==> src/rsdd_pkg.sv <==
`timescale 1ns / 1ps

package rsdd_pkg;

    // field widths
    localparam int BYTE_W    = 8;
    localparam int DIST_W    = 18;
    localparam int STEP_W    = 11;
    localparam int CHAR_W    = 6;
    localparam int PARTIAL_W = 12;
    localparam int PHASE_W   = 2;

    // stream constants
    localparam logic [BYTE_W-1:0] LF_CHAR   = 8'h0a;
    localparam logic [CHAR_W-1:0] CHAR_BIAS = 6'h30;

    // reset value of header_skip and default step limit
    localparam logic [BYTE_W-1:0] HEADER_SKIP_RST = 8'd23;
    localparam int                MAX_STEPS_DEF   = 1080;

    // result queue depth
    localparam int FIFO_DEPTH = 3;
    localparam int FIFO_PTR_W = $clog2(FIFO_DEPTH);
    localparam int FIFO_CNT_W = $clog2(FIFO_DEPTH + 1);

    // triple assembler phases
    typedef enum logic [PHASE_W-1:0] {
        PH_FIRST  = 2'd0,
        PH_SECOND = 2'd1,
        PH_THIRD  = 2'd2
    } t_phase;

    // one result request
    typedef struct packed {
        logic [DIST_W-1:0] distance;
        logic [STEP_W-1:0] step_index;
        logic              scan_end;
        logic              overflow;
    } t_result;

endpackage

==> src/rsdd_core.sv <==
`timescale 1ns / 1ps

module rsdd_core
    import rsdd_pkg::*;
#(
    parameter int MAX_STEPS = MAX_STEPS_DEF
) (
    input  logic              i_clk,
    input  logic              i_rst_n,
    input  logic              i_valid,
    input  logic [BYTE_W-1:0] i_byte,
    input  logic [BYTE_W-1:0] i_header_skip,
    output logic              o_push,
    output t_result           o_result
);

    localparam logic [STEP_W-1:0] STEP_LIMIT = STEP_W'(MAX_STEPS);

    logic [BYTE_W-1:0]    r_skip_left, n_skip_left;
    logic [BYTE_W-1:0]    r_pending, n_pending;
    logic                 r_pending_valid, n_pending_valid;
    logic                 r_lf_run, n_lf_run;
    t_phase               r_phase, n_phase;
    logic [PARTIAL_W-1:0] r_partial, n_partial;
    logic [STEP_W-1:0]    r_step_count, n_step_count;
    logic                 r_too_many, n_too_many;

    logic [CHAR_W-1:0]    char_val;

    // six-bit character value of the held byte
    assign char_val = r_pending[CHAR_W-1:0] - CHAR_BIAS;

    // next state and result for one byte
    always_comb begin
        n_skip_left     = r_skip_left;
        n_pending       = r_pending;
        n_pending_valid = r_pending_valid;
        n_lf_run        = r_lf_run;
        n_phase         = r_phase;
        n_partial       = r_partial;
        n_step_count    = r_step_count;
        n_too_many      = r_too_many;
        o_push          = 1'b0;
        o_result        = '0;

        if (i_valid) begin
            if (r_skip_left != '0) begin
                // header bytes only count down
                n_skip_left = r_skip_left - 1'b1;
            end else if (i_byte == LF_CHAR) begin
                // held byte was the checksum
                n_pending_valid = 1'b0;
                if (r_lf_run) begin
                    // second line feed: end marker and rearm
                    o_push              = 1'b1;
                    o_result.step_index = r_step_count;
                    o_result.scan_end   = 1'b1;
                    o_result.overflow   = r_too_many;
                    n_skip_left         = i_header_skip;
                    n_pending           = '0;
                    n_lf_run            = 1'b0;
                    n_phase             = PH_FIRST;
                    n_partial           = '0;
                    n_step_count        = '0;
                    n_too_many          = 1'b0;
                end else begin
                    n_lf_run = 1'b1;
                end
            end else begin
                n_lf_run        = 1'b0;
                n_pending       = i_byte;
                n_pending_valid = 1'b1;
                // held byte is data: feed the triple assembler
                if (r_pending_valid) begin
                    case (r_phase)
                        PH_FIRST: begin
                            n_partial = {{(PARTIAL_W-CHAR_W){1'b0}}, char_val};
                            n_phase   = PH_SECOND;
                        end
                        PH_SECOND: begin
                            n_partial = {r_partial[CHAR_W-1:0], char_val};
                            n_phase   = PH_THIRD;
                        end
                        default: begin
                            n_phase   = PH_FIRST;
                            n_partial = '0;
                            if (r_step_count < STEP_LIMIT) begin
                                o_push              = 1'b1;
                                o_result.distance   = {r_partial, char_val};
                                o_result.step_index = r_step_count;
                                n_step_count        = r_step_count + 1'b1;
                            end else begin
                                n_too_many = 1'b1;
                            end
                        end
                    endcase
                end
            end
        end
    end

    // state registers
    always_ff @(posedge i_clk) begin
        if (!i_rst_n) begin
            r_skip_left     <= HEADER_SKIP_RST;
            r_pending       <= '0;
            r_pending_valid <= 1'b0;
            r_lf_run        <= 1'b0;
            r_phase         <= PH_FIRST;
            r_partial       <= '0;
            r_step_count    <= '0;
            r_too_many      <= 1'b0;
        end else begin
            r_skip_left     <= n_skip_left;
            r_pending       <= n_pending;
            r_pending_valid <= n_pending_valid;
            r_lf_run        <= n_lf_run;
            r_phase         <= n_phase;
            r_partial       <= n_partial;
            r_step_count    <= n_step_count;
            r_too_many      <= n_too_many;
        end
    end

endmodule

==> src/rsdd_fifo.sv <==
`timescale 1ns / 1ps

module rsdd_fifo
    import rsdd_pkg::*;
(
    input  logic                  i_clk,
    input  logic                  i_rst_n,
    input  logic                  i_push,
    input  t_result               i_data,
    input  logic                  i_pop,
    output logic                  o_valid,
    output t_result               o_data,
    output logic [FIFO_CNT_W-1:0] o_count
);

    localparam logic [FIFO_PTR_W-1:0] LAST_PTR = FIFO_PTR_W'(FIFO_DEPTH - 1);

    t_result               r_mem [FIFO_DEPTH];
    logic [FIFO_PTR_W-1:0] r_wr_ptr, r_rd_ptr;
    logic [FIFO_CNT_W-1:0] r_count;
    logic                  pop_ok;

    assign o_valid = (r_count != '0);
    assign o_data  = r_mem[r_rd_ptr];
    assign o_count = r_count;
    assign pop_ok  = i_pop && o_valid;

    // storage
    always_ff @(posedge i_clk) begin
        if (i_push) begin
            r_mem[r_wr_ptr] <= i_data;
        end
    end

    // pointers and fill level
    always_ff @(posedge i_clk) begin
        if (!i_rst_n) begin
            r_wr_ptr <= '0;
            r_rd_ptr <= '0;
            r_count  <= '0;
        end else begin
            if (i_push) begin
                r_wr_ptr <= (r_wr_ptr == LAST_PTR) ? '0 : r_wr_ptr + 1'b1;
            end
            if (pop_ok) begin
                r_rd_ptr <= (r_rd_ptr == LAST_PTR) ? '0 : r_rd_ptr + 1'b1;
            end
            case ({i_push, pop_ok})
                2'b10:   r_count <= r_count + 1'b1;
                2'b01:   r_count <= r_count - 1'b1;
                default: r_count <= r_count;
            endcase
        end
    end

endmodule

==> src/range_scan_deframe_decode_top.sv <==
`timescale 1ns / 1ps

// Range scan reply deframer and three-character distance decoder.
// Input channel (i_in_valid / o_in_ready / i_rx_byte) takes one reply byte
// per request. Output channel (o_out_valid / i_out_ready) gives one result
// request: o_distance with o_step_index, or a scan end marker (o_scan_end
// high, o_distance zero, o_step_index the distance count, o_overflow set if
// more than MAX_STEPS distances arrived). A byte causes zero or one result.
// Configuration channel (i_cfg_valid / o_cfg_ready / i_cfg_data) writes
// header_skip; it is always ready and takes effect at the next scan rearm.
// A taken byte is registered in the input register, its result in the queue.
// Throughput: one byte per cycle while o_in_ready is high, set by the input
// register, combinational decode logic and a three-entry result queue.
// When the receiver stalls, bytes keep being taken until the queue plus the
// byte in the input register fill three places; o_in_ready then drops.
// Synchronous reset: header_skip returns to 23, the scan is rearmed, the
// input register and result queue are emptied.

module range_scan_deframe_decode_top
    import rsdd_pkg::*;
#(
    parameter int MAX_STEPS = MAX_STEPS_DEF
) (
    input  logic              i_clk,
    input  logic              i_rst_n,
    input  logic              i_in_valid,
    output logic              o_in_ready,
    input  logic [BYTE_W-1:0] i_rx_byte,
    output logic              o_out_valid,
    input  logic              i_out_ready,
    output logic [DIST_W-1:0] o_distance,
    output logic [STEP_W-1:0] o_step_index,
    output logic              o_scan_end,
    output logic              o_overflow,
    input  logic              i_cfg_valid,
    output logic              o_cfg_ready,
    input  logic [BYTE_W-1:0] i_cfg_data
);

    logic [BYTE_W-1:0]     r_header_skip;
    logic                  r_in_valid;
    logic [BYTE_W-1:0]     r_in_byte;
    logic                  in_take;
    logic                  core_push;
    t_result               core_result;
    t_result               out_result;
    logic [FIFO_CNT_W-1:0] fifo_count;
    logic [FIFO_CNT_W:0]   reserved;

    // configuration register
    assign o_cfg_ready = 1'b1;

    always_ff @(posedge i_clk) begin
        if (!i_rst_n) begin
            r_header_skip <= HEADER_SKIP_RST;
        end else if (i_cfg_valid) begin
            r_header_skip <= i_cfg_data;
        end
    end

    // queue places held by stored results and the byte in flight
    assign reserved   = {1'b0, fifo_count} + {{FIFO_CNT_W{1'b0}}, r_in_valid};
    assign o_in_ready = (reserved < (FIFO_CNT_W+1)'(FIFO_DEPTH));
    assign in_take    = i_in_valid && o_in_ready;

    // input register
    always_ff @(posedge i_clk) begin
        if (!i_rst_n) begin
            r_in_valid <= 1'b0;
        end else begin
            r_in_valid <= in_take;
        end
    end

    always_ff @(posedge i_clk) begin
        if (in_take) begin
            r_in_byte <= i_rx_byte;
        end
    end

    // deframe and decode
    rsdd_core #(
        .MAX_STEPS (MAX_STEPS)
    ) u_core (
        .i_clk         (i_clk),
        .i_rst_n       (i_rst_n),
        .i_valid       (r_in_valid),
        .i_byte        (r_in_byte),
        .i_header_skip (r_header_skip),
        .o_push        (core_push),
        .o_result      (core_result)
    );

    // result queue
    rsdd_fifo u_fifo (
        .i_clk   (i_clk),
        .i_rst_n (i_rst_n),
        .i_push  (core_push),
        .i_data  (core_result),
        .i_pop   (i_out_ready),
        .o_valid (o_out_valid),
        .o_data  (out_result),
        .o_count (fifo_count)
    );

    assign o_distance   = out_result.distance;
    assign o_step_index = out_result.step_index;
    assign o_scan_end   = out_result.scan_end;
    assign o_overflow   = out_result.overflow;

    // checks

    // queue never oversubscribed by results and the byte in flight
    a_no_oversubscribe: assert property (@(posedge i_clk) disable iff (!i_rst_n)
        reserved <= (FIFO_CNT_W+1)'(FIFO_DEPTH))
        else $error("result queue oversubscribed");

    // a push never lands on a full queue
    a_push_room: assert property (@(posedge i_clk) disable iff (!i_rst_n)
        core_push |-> (fifo_count < FIFO_CNT_W'(FIFO_DEPTH)))
        else $error("push into full result queue");

    // end marker carries no distance
    a_marker_zero: assert property (@(posedge i_clk) disable iff (!i_rst_n)
        (o_out_valid && o_scan_end) |-> (o_distance == '0))
        else $error("scan end marker with non-zero distance");

    // overflow only flagged in the end marker
    a_overflow_marker: assert property (@(posedge i_clk) disable iff (!i_rst_n)
        (o_out_valid && !o_scan_end) |-> !o_overflow)
        else $error("overflow on a distance result");

endmodule
==> config.mk <==
export PLATFORM = sky130hd
export DESIGN_NAME = range_scan_deframe_decode_top
export DESIGN_NICKNAME = d
export VERILOG_FILES = /design/src/rsdd_pkg.sv /design/src/rsdd_core.sv /design/src/rsdd_fifo.sv /design/src/range_scan_deframe_decode_top.sv
export SDC_FILE = /design/constraint.sdc
export NUM_CORES = 1
export LEC_CHECK = 0
export BUFFER_PORTS_ARGS = -buffer_cell sky130_fd_sc_hd__buf_2
export CORE_MARGIN = 2
export CORE_UTILIZATION = 57
export DETAILED_ROUTE_END_ITERATION = 8
export PLACE_DENSITY = 0.77
export SLEW_MARGIN = 10
export SYNTH_ARGS = -nofsm -noshare
export SYNTH_HDL_FRONTEND = slang
export SYNTH_SLANG_ARGS = --single-unit
==> constraint.sdc <==
create_clock -name i_clk -period 11.1 [get_ports i_clk]
set_input_delay 0.555 -clock i_clk [delete_from_list [all_inputs] [get_ports i_clk]]
set_output_delay 0.555 -clock i_clk [all_outputs]
set_load 0.01 [all_outputs]
==> impl_summary.md, run 1 <==
Finish
The count of non-filler cells in the finished layout is 753. Cells with a size suffix above 1 make up 15.9% of the layout. The antenna diode count is 0. The filler cells instantiated in the layout total 842. Compared with the post-synthesis result, the final layout area differs by 13.8%. In the final design database the tool counted 623 nets.

Floorplanning
The core box area is 11,300 µm². 55 I/O pins were placed. The die is 111 µm wide. The overall die area is 12,300 µm². The initial core utilization is 57.7%. The count of standard-cell rows is 39. In this run the vertical extent of the chip is 111 µm.

CTS
The number of clock sinks is 160. The root buffer selected by CTS is sky130_fd_sc_hd__clkbuf_16. The number of hold buffers added after CTS was 0. The number of levels the H-tree was split into is 4.

The CTS clock-pin slew for the worst setup and hold paths is 60 ps. The insertion delay to the later sink of the worst-skew pair is 420 ps. The maximum buffer depth of the clock tree is 2. The clock tree from TritonCTS is yes.

The quantity of gates resized following cts is 0. The clock buffer count from CTS is 17. The setup fix buffers added after clock tree synthesis is 0.

Routing
For this run, the detailed router's first-pass iteration total came to 5. The routed via count divided by cell count is 5.74. The wire length per cell is 16.0 µm. The final antenna-violating net count is 0. The total vias in the final route is 4,323.

The total wirelength of the detailed-routed design is 12,100 µm. The DRC violation total after the first TritonRoute iteration is 289. The post-route DRC violation count is 0.

Yosys
Synthesis produced 552 cells. The post-synthesis net count is 578. In this run, synthesis inferred 101 flip-flops with an integrated enable.

The fraction of registers with async set or reset after synthesis is 0%. Each instance of the synthesized netlist takes up on average 11.8 µm². The Yosys step of the flow raised 0 warnings. The top flip-flop cell by instance count after synthesis is sky130_fd_sc_hd__edfxtp_1. The count of cell types in the netlist is 56.

The count of state elements after synthesis is 160. The fraction of synthesized cell area taken by the top area cell type is 46.6%. Summing the sequential cell areas from Yosys gives 64.7% of the chip area. The largest total area in the synthesized netlist belongs to sky130_fd_sc_hd__edfxtp_1. After synthesis the cells add up to 6510 µm². By area the synthesized netlist is led by sky130_fd_sc_hd__edfxtp_1 (47%), sky130_fd_sc_hd__dfxtp_1 (18%), sky130_fd_sc_hd__mux2i_1 (6.9%).

STA
The transition time at the pin with the least slew margin is 1020 ps. The routed design could run at a clock period as short as 3120 ps. The worst relative slew slack is 32.3%.

The accumulated negative setup slack is 0 ps. Setup repair after global routing left no endpoint under its margin. The worst hold slack across all endpoints is 304 ps. The clock arrives with 12.1 ps of skew.

The final clock period utilization by the worst path is 28.1%. Once routing completed, OpenROAD measured the worst setup slack at 7980 ps. The number of pins exceeding their max-slew limit in the final report is 0. The setup violation total in the final timing report is 0. The number of endpoints with negative hold slack in the final report was 0. The peak clock frequency supported by timing is 0.321 GHz.

Placed design
Routability-driven placement finished with a final weighted congestion of 0.883. Timing analysis after detailed placement gives a worst setup slack of 7990 ps. The number of port buffers is 53. Including well taps, the total number of placed cells is 721. The placed wire-length estimate is 7800 µm.

Critical path
The most critical setup path has its startpoint at u_core.r_skip_left[0]$_SDFFE_PN1P_. The number of buffer and inverter stages on the critical path is 2. The nature of the critical path startpoint is a flop. The start-to-end type of the worst setup path is flop to flop. In this run the worst path has a maximum fanout of 17. The signal on the critical path passes through inv_1 > ha_1 > or4b_1 > a211o_1 > o22ai_4 > inv_2 > ha_1 > or3_1 > a21oi_1. The worst register-to-register path ends at u_fifo.o_count[1]$_SDFFE_PN0P_. The cell at the slowest stage of the critical path is sky130_fd_sc_hd__or4b_1. Among cell families on the critical path, the largest total delay comes from simple AND/OR/NAND/NOR gates.

The setup check on the worst reg-to-reg path leaves a slack of 7980 ps. By instance count, the cell type seen most on the critical path is sky130_fd_sc_hd__ha_1. The delay of the slowest cell on the worst path is 560 ps. The count of cells along the worst register-to-register path is 9.

The worst setup path is captured at a flop. In this run the critical register-to-register path is launched from u_core.r_skip_left[0]$_SDFFE_PN1P_. The data required time at the worst endpoint is 11,430 ps. The data arrival time of the worst path is 3440 ps.

Pwr
The power spent charging and discharging nets is 0.248 mW. The internal portion of the total power is 0.924 mW. For this design the ratio of total power to cell area is 158 nW/µm². The power share of the combinational group is 1.3%. The clock network burns 44.7% of the power. The static power due to leakage is 2.60 nW. The net switching share of the total power is 21.1%. IR analysis of the VDD net gives a maximum drop of 0.000114 V. The sequential power share is 54.0%.

Hold path
The capture endpoint of the worst hold path is r_in_byte[5]$_DFFE_PP_. The startpoint identified for the worst hold timing path is i_rx_byte[5]. Counting instances, the worst hold path has a depth of 1.

The class of the most critical hold timing path is input port to flop.

Flow run
Max-cap violations in this run came to 0.

Global route
Entering global routing, the biggest net connects 63 pins. The initial antenna violation count is 0. The global-route wire length before repair is 20,200 µm. The remaining global-route overflow is 0. The via count of the first global-routing pass is 4,121.

For this run, the total global-route usage over all layers was measured as 21.0%.

Status
The flow ran to the end, and the final reports show no timing, DRC or antenna violations.
## final cells by class
type | count | area, µm² | share of cell area [%]
Inverter | 9 | 33.8 | 0.456
Multi-Input combinational cell | 351 | 2140 | 28.9
Clock buffer | 18 | 429 | 5.79
Timing Repair Buffer | 58 | 303 | 4.09
Sequential cell | 160 | 4220 | 56.9
Clock inverter | 14 | 108 | 1.45
Tap cell | 143 | 179 | 2.42
## worst max-delay path by stage
stage	depth (start not counted)	slack, ps	endpoint
CTS	9	7980	u_fifo.o_count[1]$_SDFFE_PN0P_
global route	9	7750	u_fifo.o_count[1]$_SDFFE_PN0P_
finish	9	7980	u_fifo.o_count[1]$_SDFFE_PN0P_
floorplan	8	7550	u_fifo.r_mem[0][0]$_DFFE_PP_
detailed placement	9	7990	u_fifo.o_count[1]$_SDFFE_PN0P_
global placement	9	8090	u_fifo.o_count[1]$_SDFFE_PN0P_
## cells by family after synthesis
group           count (synthesis)  share of synthesized area [%]
mux                            45                           6.92
buf+inv                        41                           2.50
xor+xnor                        3                          0.404
other cells                     1                         0.0576
flops                         160                           64.7
simple gates                  193                           15.1
fa+ha+maj                       5                          0.961
compound gates                104                           9.36
## power by group through the flow
stage	logic (mW)	registers (mW)	clock network, mW
5_1_grt	0.0172	0.633	0.560
3_5_place_dp	0.0153	0.645	0
2_1_floorplan	0.0101	0.644	0
6_report	0.0152	0.632	0.524
3_3_place_gp	0.0146	0.645	0
4_1_cts	0.0153	0.632	0.533
## registers in the layout, indices dropped and copies added (netlist names), 2 cells and up, named ones only
signal	count
u_fifo.r_mem	93
r_header_skip	8
u_core.r_phase	2
u_core.r_pending	6
u_fifo.r_wr_ptr	2
u_core.r_skip_left	8
r_in_byte	8
u_fifo.r_rd_ptr	2
u_core.r_partial	12
u_fifo.o_count	2
u_core.r_step_count	11
## Yosys cell counts (3+ instances only)
master and n:
sky130_fd_sc_hd__buf_2 3, sky130_fd_sc_hd__or3_1 9, sky130_fd_sc_hd__or4_1 4, sky130_fd_sc_hd__nand2_1 66
sky130_fd_sc_hd__mux2i_1 45, sky130_fd_sc_hd__nor3_1 6, sky130_fd_sc_hd__and3_1 22, sky130_fd_sc_hd__nand4_1 6
sky130_fd_sc_hd__a21oi_1 33, sky130_fd_sc_hd__inv_1 7, sky130_fd_sc_hd__o21ai_1 3, sky130_fd_sc_hd__nor2_1 26
sky130_fd_sc_hd__dfxtp_1 59, sky130_fd_sc_hd__ha_1 5, sky130_fd_sc_hd__o21ai_0 42, sky130_fd_sc_hd__o31ai_1 3
sky130_fd_sc_hd__clkbuf_1 23, sky130_fd_sc_hd__a211oi_1 3, sky130_fd_sc_hd__buf_1 4, sky130_fd_sc_hd__edfxtp_1 101
sky130_fd_sc_hd__nand3_1 24, sky130_fd_sc_hd__and2_1 13
## placed cells by master, fill, tap and decap left out, types with 4 or more instances in the layout
master and n:
sky130_fd_sc_hd__inv_1 7, sky130_fd_sc_hd__or3_1 9, sky130_fd_sc_hd__buf_2 53, sky130_fd_sc_hd__and3_1 22, sky130_fd_sc_hd__buf_4 5, sky130_fd_sc_hd__nor2_1 24
sky130_fd_sc_hd__and2_1 13, sky130_fd_sc_hd__nand3_1 24, sky130_fd_sc_hd__mux2i_1 45, sky130_fd_sc_hd__clkinvlp_4 5, sky130_fd_sc_hd__nand4_1 6, sky130_fd_sc_hd__nor3_1 6
sky130_fd_sc_hd__a21oi_1 33, sky130_fd_sc_hd__clkbuf_16 17, sky130_fd_sc_hd__ha_1 5, sky130_fd_sc_hd__edfxtp_1 101, sky130_fd_sc_hd__or4_1 4, sky130_fd_sc_hd__nand2_1 66
sky130_fd_sc_hd__o21ai_0 42, sky130_fd_sc_hd__dfxtp_1 57
## metrics by stage
step | util, % | instance area [µm²] | total power, mW
2_1_floorplan | - | 6510 | 0.654
3_3_place_gp | 60.9 | 6870 | 0.660
4_1_cts | 65.7 | 7410 | 1.18
6_report | 65.7 | 7410 | 1.17
5_1_grt | 65.7 | 7410 | 1.21
3_5_place_dp | 60.9 | 6870 | 0.661
## per-layer routing
| metal | track usage (%) | share of wire (%) |
|---|---|---|
| met1 | 27.2 | 43 |
| met2 | 34.9 | 50 |
| met3 | 5.19 | 5.7 |
| met4 | 7.17 | 1.3 |
| met5 | 0 | 0 |
(Power assumes the default switching activity.)
==> run 2: changes to the inputs <==
--- a/config.mk
+++ b/config.mk
@@ -5,11 +5,12 @@
 export SDC_FILE = /design/constraint.sdc
 export NUM_CORES = 1
 export LEC_CHECK = 0
+export ABC_AREA = 1
 export BUFFER_PORTS_ARGS = -buffer_cell sky130_fd_sc_hd__buf_2
 export CORE_MARGIN = 2
-export CORE_UTILIZATION = 57
+export CORE_UTILIZATION = 54
 export DETAILED_ROUTE_END_ITERATION = 8
-export PLACE_DENSITY = 0.77
+export PLACE_DENSITY = 0.76
 export SLEW_MARGIN = 10
 export SYNTH_ARGS = -nofsm -noshare
 export SYNTH_HDL_FRONTEND = slang
==> constraint.sdc (replaced) <==
create_clock -name i_clk -period 2.5 [get_ports i_clk]
set_input_delay 0.125 -clock i_clk [delete_from_list [all_inputs] [get_ports i_clk]]
set_output_delay 0.125 -clock i_clk [all_outputs]
set_load 0.01 [all_outputs]
==> run 2 against run 1 <==
Net effect: final area increased by 10%; hold slack worse by 270 ps; setup slack got worse by 7700 ps; flip-flop and latch count is the same; wire length increased by 20%; critical endpoint unchanged; largest cell class unchanged; highest routed layer unchanged.
==> impl_summary.md, run 2 <==
STA
In the finished design, the share of the clock period the worst path needs comes to 87.1%. The tightest hold path in the finished design has a slack of 34.8 ps. Setup violations remaining at the end of the flow were counted as 0. For the final database, setup skew stands at 11.2 ps. For this run, the top clock speed supported by timing is 0.459 GHz. Setup repair after global routing left no endpoint under its margin. The clock period minus final worst setup slack is 2180 ps. The number of pins exceeding their max-slew limit in the final report is 0. In the post-route analysis, the smallest setup slack over all paths is 323 ps.

The number of endpoints with negative hold slack in the final report is 0.

Routing
Dividing the detail-routed via count by the number of cells gives 5.23. The final antenna-violating net count is 0. For this block, the initial DRC count from the detailed router was 422.

The first detailed-routing pass took 6 iterations. Dividing the detail-routed wire length by the instance count gives 14.8 µm. The total wirelength of the detailed-routed design is 14,500 µm. The total vias in the final route is 5,116. For this run, design rule violations remaining after detail routing come to 0.

Critical path
The start-to-end type of the worst setup path is flop to flop. The number of buffer and inverter stages on the critical path is 2. The internal reg-to-reg setup slack is 320 ps. The slowest stage of the critical path is the sky130_fd_sc_hd__dfxtp_2 cell. The critical path goes through inv_2 > ha_4 > nand2_4 > nor2_4 > nand3_4 > nor2_8 > nand2_2 > ha_1 > inv_1 > nand2_1 > nor2_1 > o21ai_0 > a21oi_1. The largest driver fanout on the critical path is 18. The cell family with the largest share of critical-path delay is simple AND/OR/NAND/NOR gates. The worst setup path is captured at a flop. The critical path starts at u_core.r_skip_left[1]$_SDFFE_PN1P_.

The reg-to-reg endpoint is u_fifo.o_count[1]$_SDFFE_PN0P_. The data arrival time of the worst path is 2520 ps. The end of the critical path is u_fifo.o_count[1]$_SDFFE_PN0P_.

The critical path runs through a total of 13 cells. The worst setup path is launched from a flop. STA puts the critical path data required time at 2850 ps. Counting cells, the worst reg-to-reg path comes to 13.

The delay of the slowest cell on the worst path is 320 ps. The origin of the critical flop-to-flop path is u_core.r_skip_left[1]$_SDFFE_PN1P_.

Finish
The area growth from synthesis to layout is 19.0%. The library cells used most frequently in the layout, excluding fill and tap cells, are sky130_fd_sc_hd__nand2_1 (147), sky130_fd_sc_hd__nor2_1 (110), sky130_fd_sc_hd__edfxtp_1 (101), sky130_fd_sc_hd__a21oi_1 (95), sky130_fd_sc_hd__inv_1 (64). At the end of the flow, the number of nets in the layout was 819. The most common library cell in the layout ignoring fill and taps is sky130_fd_sc_hd__nand2_1. The final-layout fill cell count is 970. The sequential cell area is 4220 µm².

The largest registers in the layout are u_fifo.r_mem (93), u_core.r_partial (12), u_core.r_step_count (11). More flip-flops sit in one register than any other, and that register is u_fifo.r_mem. Excluding fillers, the count of instances in the completed layout stands at 978. The post-route netlist has 16.6% of its cells at a drive strength greater than 1. The antenna diode count is 0. The register with the most flip-flops in the layout has 93 of them. The area of the multi-input gates is 2250 µm².

Placed design
The worst slack at placement is 350 ps. The count of buffers added on input and output ports is 53. The number of placed instances, taps included, is 929. The final estimated routing congestion in global placement is 0.845.

Summed over all nets, the half-perimeter wirelength after detailed placement is 9230 µm.

Global route
The via count of the first global-routing pass came to 4,988. For this run, the total global-route usage over all layers was measured as 22.9%. The maximum number of pins on one net before global-route repair is 32. The initial antenna violation count is 0.

The global-route wire length before repair is 23,800 µm. The remaining global-route overflow is 0.

Pwr
The static power due to leakage is 3.03 nW. Across the VDD grid, the largest voltage drop is 0.000380 V. Dividing total power by cell area gives a power density of 700 nW/µm².

Hold path
The path class of the tightest hold or removal check is input port to flop. The cell depth of the worst hold path is 2.

Yosys
The fraction of registers with async set or reset after synthesis is 0%. The number of enable flip-flop cells after synthesis is 101. The post-synthesis net count is 747. The cell count after synthesis came out at 721. After synthesis, flip-flops and latches occupy 61.5% of the total area. The number of different library cells used by synthesis comes to 37. sky130_fd_sc_hd__edfxtp_1 takes more of the synthesized area than any other cell.

Sorting the synthesized cells by how often they occur yields sky130_fd_sc_hd__nand2_1 (147), sky130_fd_sc_hd__nor2_1 (110), sky130_fd_sc_hd__edfxtp_1 (101), sky130_fd_sc_hd__a21oi_1 (95), sky130_fd_sc_hd__inv_1 (66). The per-instance average area after synthesis is 9.50 µm². Summed over its instances, the top area cell type makes up 44.3% of the synthesized netlist area. For this run, the number of Yosys warnings is 0. Sorting the synthesized cells by area gives the leading types as sky130_fd_sc_hd__edfxtp_1 (44%), sky130_fd_sc_hd__dfxtp_1 (17%), sky130_fd_sc_hd__nand2_1 (8.1%). Synthesis inferred 160 register bits. The top flip-flop cell by instance count after synthesis is sky130_fd_sc_hd__edfxtp_1. The most common cell in the netlist is sky130_fd_sc_hd__nand2_1.

The mapped netlist covers 6850 µm².

Floorplanning
The horizontal extent of the die is 117 µm. The initial core utilization is 54.7%. In this run the count of I/O pins placed on the die edge is 55. Row generation in the floorplan step produced 41 rows. The floorplan step defined a die boundary enclosing 13,600 µm².

The height of the die is 117 µm. The core box area is 12,500 µm².

CTS
The number of levels the H-tree was split into is 4. The clock buffer count from CTS is 17. No sink is reached through more buffers than the 2 on the longest clock path. The CTS clock-pin slew for the worst setup and hold paths is 60 ps. The clock tree from TritonCTS is yes.

Counting every sink on the clock net gives 160. The insertion delay to the later sink of the worst-skew pair is 420 ps. The root buffer selected by CTS is sky130_fd_sc_hd__clkbuf_16.

Status
The run finished with clean final reports.

Flow run
The tool flagged a number of max-cap violations equal to 0.
==> run 2: repair_timing <==
item,4_1_cts,5_1_grt
hold buffers,17,0
endpoints found under the setup margin,0,0
hold endpoints to repair,17,0
gates resized for setup,0,0
buffers inserted,0,0
==> run 2: kinds of logic after synthesis <==
family	count (synthesis)	share of synthesized area [%]
simple gates	322	21.3
flops	160	61.5
compound gates	129	9.66
buf+inv	101	6.21
fa+ha+maj	5	0.913
xor+xnor	3	0.384
other cells	1	0.0547
==> run 2: worst min path at each step <==
| stage | startpoint | endpoint | slack [ps] |
|---|---|---|---|
| after detailed placement | i_rx_byte[4] | r_in_byte[4]$_DFFE_PP_ | 300 |
| after CTS | i_cfg_valid | r_header_skip[2]$_SDFFE_PN1P_ | 30 |
| final | i_cfg_valid | r_header_skip[2]$_SDFFE_PN1P_ | 30 |
| after global placement | i_rx_byte[7] | r_in_byte[7]$_DFFE_PP_ | 300 |
| after global routing | i_cfg_valid | r_header_skip[0]$_SDFFE_PN1P_ | 70 |
| after floorplan | i_rx_byte[0] | r_in_byte[0]$_DFFE_PP_ | 220 |
==> run 2: layer usage <==
layer  GRT usage (%)  share of wire [%]  wire, µm  vias up
met2            38.9                 49      7040      172
met5               0                  0         0        -
li1                -                  -         -     2523
met1            28.8                 44      6410     2399
met4            8.16                1.3       191        0
met3            5.50                5.6       810       22
==> run 2: power breakdown <==
group          leakage, nW  total, mW  internal (mW)  switching, mW
sequential            1.29       2.81           2.80         0.0118
clock                0.313       2.79           1.78           1.01
combinational         1.43      0.108         0.0480         0.0601
total                 3.03       5.71           4.63           1.08
==> run 2: through the flow <==
step / setup TNS (ps) / total power, mW / area (µm²) / utilization [%]
CTS: 0 / 5.75 / 8160 / 65.2
global route: 0 / 5.87 / 8160 / 65.2
finish: 0 / 5.71 / 8160 / 65.2
global placement: 0 / 2.95 / 7340 / 58.7
floorplan: -550 / 2.92 / 6890 / -
detailed placement: 0 / 2.95 / 7340 / 58.7
==> run 2: cell type report <==
class	instances	area share [%]
Multi-Input combinational cell	460	27.6
Clock buffer	19	5.31
Timing Repair Buffer	79	6.63
Tap cell	172	2.64
Clock inverter	13	2.56
Sequential cell	160	51.7
Inverter	75	3.61
